--- src/hdl/sacp_pkg.sv ---
package sacp_pkg;

    localparam int COUNT_W = 32;

    // controller -> datapath
    typedef struct packed {
        logic accept;      // latch address, read its set
        logic demand_cmp;  // compare demand tag, fill on miss
        logic pf_read;     // read set of next block
        logic pf_cmp;      // compare next-block tag, fill on miss
    } cmd_t;

    // datapath -> controller
    typedef struct packed {
        logic match;
        logic pf_en;
    } sts_t;

endpackage

--- src/hdl/sacp_ctrl.sv ---
module sacp_ctrl
    import sacp_pkg::*;
(
    input  logic clk,
    input  logic rst_n,
    input  logic start,
    input  sts_t sts,
    output cmd_t cmd,
    output logic busy,
    output logic done
);

    typedef enum logic [1:0] {
        S_IDLE,
        S_CMP,
        S_PF_RD,
        S_PF_CMP
    } state_t;

    state_t state_reg;
    logic   done_reg;

    always_comb
    begin
        cmd.accept     = start && (state_reg == S_IDLE);
        cmd.demand_cmp = (state_reg == S_CMP);
        cmd.pf_read    = (state_reg == S_PF_RD);
        cmd.pf_cmp     = (state_reg == S_PF_CMP);
    end

    assign busy = (state_reg != S_IDLE);
    assign done = done_reg;

    always_ff @(posedge clk or negedge rst_n)
    begin
        if (!rst_n)
        begin
            state_reg <= S_IDLE;
            done_reg  <= 1'b0;
        end
        else
        begin
            done_reg <= 1'b0;
            case (state_reg)
                S_IDLE:
                begin
                    if (start)
                        state_reg <= S_CMP;
                end
                S_CMP:
                begin
                    if (sts.match || !sts.pf_en)
                    begin
                        state_reg <= S_IDLE;
                        done_reg  <= 1'b1;
                    end
                    else
                        state_reg <= S_PF_RD;
                end
                S_PF_RD:
                begin
                    state_reg <= S_PF_CMP;
                end
                S_PF_CMP:
                begin
                    state_reg <= S_IDLE;
                    done_reg  <= 1'b1;
                end
                default:
                begin
                    state_reg <= S_IDLE;
                end
            endcase
        end
    end

    a_done_idle: assert property (@(posedge clk) disable iff (!rst_n)
        done |-> !busy)
        else $error("result beat while still busy");

    a_accept_busy: assert property (@(posedge clk) disable iff (!rst_n)
        (start && !busy) |=> (busy && !done))
        else $error("accepted beat did not start a lookup");

    a_pf_seq: assert property (@(posedge clk) disable iff (!rst_n)
        cmd.pf_read |=> (cmd.pf_cmp && !done))
        else $error("prefetch read not followed by compare");

endmodule

--- config.mk ---
export PLATFORM = sky130hd
export DESIGN_NAME = sacp_ctrl
export DESIGN_NICKNAME = d
export VERILOG_FILES = /design/src/hdl/sacp_pkg.sv /design/src/hdl/sacp_ctrl.sv
export SDC_FILE = /design/constraint.sdc
export NUM_CORES = 1
export LEC_CHECK = 0
export ABC_CLOCK_PERIOD_IN_PS = 2000
export BUFFER_PORTS_ARGS = -buffer_cell sky130_fd_sc_hd__buf_4
export CORE_AREA = 5 5 42 44
export DETAILED_ROUTE_END_ITERATION = 8
export DIE_AREA = 0 0 47 49
export GPL_ROUTABILITY_DRIVEN = 0
export PLACE_DENSITY = 0.3
export SETUP_SLACK_MARGIN = 0.1
export SKIP_LAST_GASP = 1
export SYNTH_ARGS = -nofsm -noshare
export SYNTH_HDL_FRONTEND = slang
export SYNTH_SLANG_ARGS = --single-unit
--- constraint.sdc ---
create_clock -name clk -period 2 [get_ports clk]
set_input_delay 0.4 -clock clk [delete_from_list [all_inputs] [get_ports clk]]
set_output_delay 0.4 -clock clk [all_outputs]
set_load 0.01 [all_outputs]
# Word-level counts from Yosys, hierarchy flattened
# Index checks and enable logic that the tools add are counted.
dict set report totals {
  elab_cells 16
  input_bits 5
  reg_bits 3
}
dict set report op_classes {
  reduce_logical 5
  n_eq_ne 4
  mux 5
}
# operator count
set op_table {}
lappend op_table {{one-hot mux 2 bit (4 select lines)} 1}
lappend op_table {{equality test 2 bit, second input constant} 2}
lappend op_table {{two-way mux 2 bit} 2}
lappend op_table {{equality test 2 x 1 -> 1 bit, second input constant} 1}
lappend op_table {{logical NOT 2 bit} 1}
lappend op_table {{!= test 2 bit, second input constant} 1}
lappend op_table {{one-hot mux 1 bit (2 select lines)} 1}
lappend op_table {{nonzero test 2 bit} 1}
lappend op_table {{logical AND 1 bit} 1}
lappend op_table {{logical NOT 1 bit} 1}
lappend op_table {{logical OR 1 bit} 1}
lappend op_table {{two-way mux 1 bit} 1}

# Longest topological paths before layout
dict set report logic_depth {
  ltp_word 4
  ltp_mapped 2
}

# Worst setup path before layout
# OpenSTA, ideal clock, no wires.
dict set report synth_timing {
  path_kind {register to output}
  startpoint {register state_reg[0]}
  endpoint {output cmd[3] in the netlist's numbering}
  stages_incl_launch_ff 3
  path_slack_ns 0.749
  arrival_time_ns 0.851
  path_cell_list {dfrtp_1 > or2_1 > nor2_1}
}
# item line_no
set synth_lines {}
lappend synth_lines {{start, declared} sacp_ctrl.sv:20} ;# state_t state_reg;
lappend synth_lines {{start signal, assigned} sacp_ctrl.sv:38} ;# state_reg <= S_IDLE;
lappend synth_lines {{start signal, assigned} sacp_ctrl.sv:48} ;# state_reg <= S_CMP;
lappend synth_lines {{start signal, assigned} sacp_ctrl.sv:54} ;# state_reg <= S_IDLE;
lappend synth_lines {{end, declared} sacp_ctrl.sv:8} ;# output cmd_t cmd,

==> results by group <==
Run status
  – Outcome: finished clean

Cells and area
  – Most frequent cells in the layout: buf_4 (10), inv_1 (3), nor2_1 (3), dfrtp_1 (3), clkbuf_4 (3)
  – Final std cells w/o fill: 46
  – Layout cell share with drive strength beyond 1: 0.433
  – Commonest non-fill, non-tap cell in the layout: buf_4
  – Layout fillers: 161
  – Final net count: 36
  – Core Util, Final: 0.194
  – Post-route cell area: 272 µm²
  – Antenna cell count: 0
  – Area Overhead vs Synth: 93.8%

Route
  – DRC viols: 0
  – Post-route ant nets: 0
  – Vias per cell: roughly 3.2
  – Drt wl/cell: 9.09 µm
  – Pre-antenna DRT Iters: 2
  – Initial DRC count: 4
  – Drt total wl: 418 µm
  – Vias: 147

Die
  – Initial Utilization: 0.100
  – Die Width: between 40 and 50 µm
  – CORE AREA: 1400 µm²
  – Num rows: 14
  – Die height: between 40 and 50 µm
  – Die ar.: 2300 µm²
  – Io pins: 11

Placed design
  – Detail Placement HPWL: 322 µm
  – PortBufs: 10
  – Setup WS pre-CTS: 0.702 ns
  – Cell count after placement: 41
  – DP Area: 235 µm²

Global route
  – Number of global-route vias before repair: between 150 and 200
  – GRT Resource Usage Total: 0.0487
  – Initial antenna violation count: 0
  – Overflow after GRT: 0
  – Global-route wire length before repair: 752 µm
  – Largest net degree at the start of global routing: 7

Setup path
  – R2r startpoint: state_reg[0]
  – Data required, critical path: 1.60 ns
  – Element type at the critical path end: output port
  – Startpoint types: flop
  – Flop2flop setup slack: between 1 and 1.5 ns
  – R2r worst-path depth: 2
  – Arrival time at the worst endpoint: 1.13 ns
  – Worst setup path startpoint: state_reg[0]
  – Top fanout value on the critical path: 6
  – Kind of critical path: flop to output port

Pwr
  – Tot Pwr: 0.371 mW
  – Worst ir drop on vdd: approximately 0.53 mV
  – Power Density: roughly 1400 nW/µm²
  – Leak: ~0.15 nW

STA
  – Relative slew slack: 0.891
  – Tcrit/Tclk final: 0.765
  – Clk_skew: 0.00747 ns
  – Setup Viol. Count Final: 0
  – Worst slew pin tran: ~0.16 ns
  – Setup tns final: 0 ns
  – Hold WS: 0.418 ns
  – RSZ-0062 raised after global routing: false
  – Max Clk Rate: 653 MHz
  – Final slew viol count: 0
  – Final hold vios: 0
  – Setup ws final: about 0.47 ns
  – Final min period: around 1.5 ns

Clock tree
  – PostCTS Resize Cnt: 0
  – Clock H-tree levels: 1
  – Clk Latency, worst-skew pair: between 0.2 and 0.25 ns
  – Root Buffer: clkbuf_4
  – CTS tree: yes
  – Clock-pin slew on the worst setup and hold paths: 0.04 ns
  – Clock Tree Buf Depth: 2
  – Num CTS Buffers: 3
  – Clock Sinks: 3

Synth
  – Mapped Area: between 100 and 150 µm²
  – Post-synthesis sequential area ratio: 0.536
  – Avg Cell Area, Syn: between 9 and 10 µm²
  – Total number of yosys warnings: 0
  – Register bit total from synthesis: 3
  – Post-Syn Nets: 20
  – Gate Count Post-Synth: 15
  – Synth unique cells: 8

Min path
  – HP Start: sts[1]
  – Hold crit path type: input pin to flop
  – Hold path cells: 2
  – Worst Hold End: done

Run
  – Max cap viols: 0
power breakdown:
part           internal (mW)  total [mW]  switching, mW  leakage (nW)
Sequential            0.0838       0.106         0.0224        0.0382
Clock                 0.0748       0.107         0.0322        0.0150
Combinational         0.0885       0.157         0.0689        0.0922
Total                  0.247       0.371          0.124         0.145
cell families after synthesis:
| logic type | count (synthesis) | share of synthesized area |
|---|---|---|
| and+or+nand+nor | 7 | 0.259 |
| DFF | 3 | 0.536 |
| buffers and inverters | 3 | 0.0804 |
| AOI/OAI and AO/OA | 2 | 0.125 |
synthesized netlist by cell type:
cell	count	area, µm²
a31o_1	1	8.76
and2_1	1	6.26
dfrtp_1	3	75.1
inv_1	3	11.3
nor2_1	3	11.3
nor2b_1	2	12.5
o31a_1	1	8.76
or2_1	1	6.26
final cells by class:
| class | count | area, µm² | area share |
|---|---|---|---|
| multi-input combinational | 9 | 53.8 | 0.198 |
| inverter | 3 | 11.3 | 0.0415 |
| tap | 16 | 20.0 | 0.0737 |
| sequential | 3 | 75.1 | 0.276 |
| timing repair buffer | 11 | 85.1 | 0.313 |
| clock buffer | 4 | 26.3 | 0.0968 |
worst max path at each step:
stage	end	slack, ns	cells after the start
CTS	cmd[3]	0.45	3
finish	cmd[3]	0.47	3
floorplan	cmd[3]	0.75	2
global placement	cmd[3]	0.74	3
detailed placement	cmd[3]	0.70	3
global route	cmd[3]	0.38	3
timing repair:
item,in CTS,in global routing
hold endpoints to repair,3,0
hold buffers,1,0
buffers inserted,0,0
critical path, stage by stage, from the launching register on:
cell	delay (ns)
dfrtp_1	0.41
or2_1	0.26
nor2_1	0.10
buf_4	0.13
metal layers:
layer | global-route usage | up-vias | routed length, µm
li1 | - | 75 | -
met1 | 0.0664 | 61 | 245
met2 | 0.0452 | 11 | 100
met3 | 0.0590 | 0 | 71
met4 | 0.0138 | 0 | 0
met5 | 0 | - | 0
No activity file was read; power rests on OpenSTA's default activity.
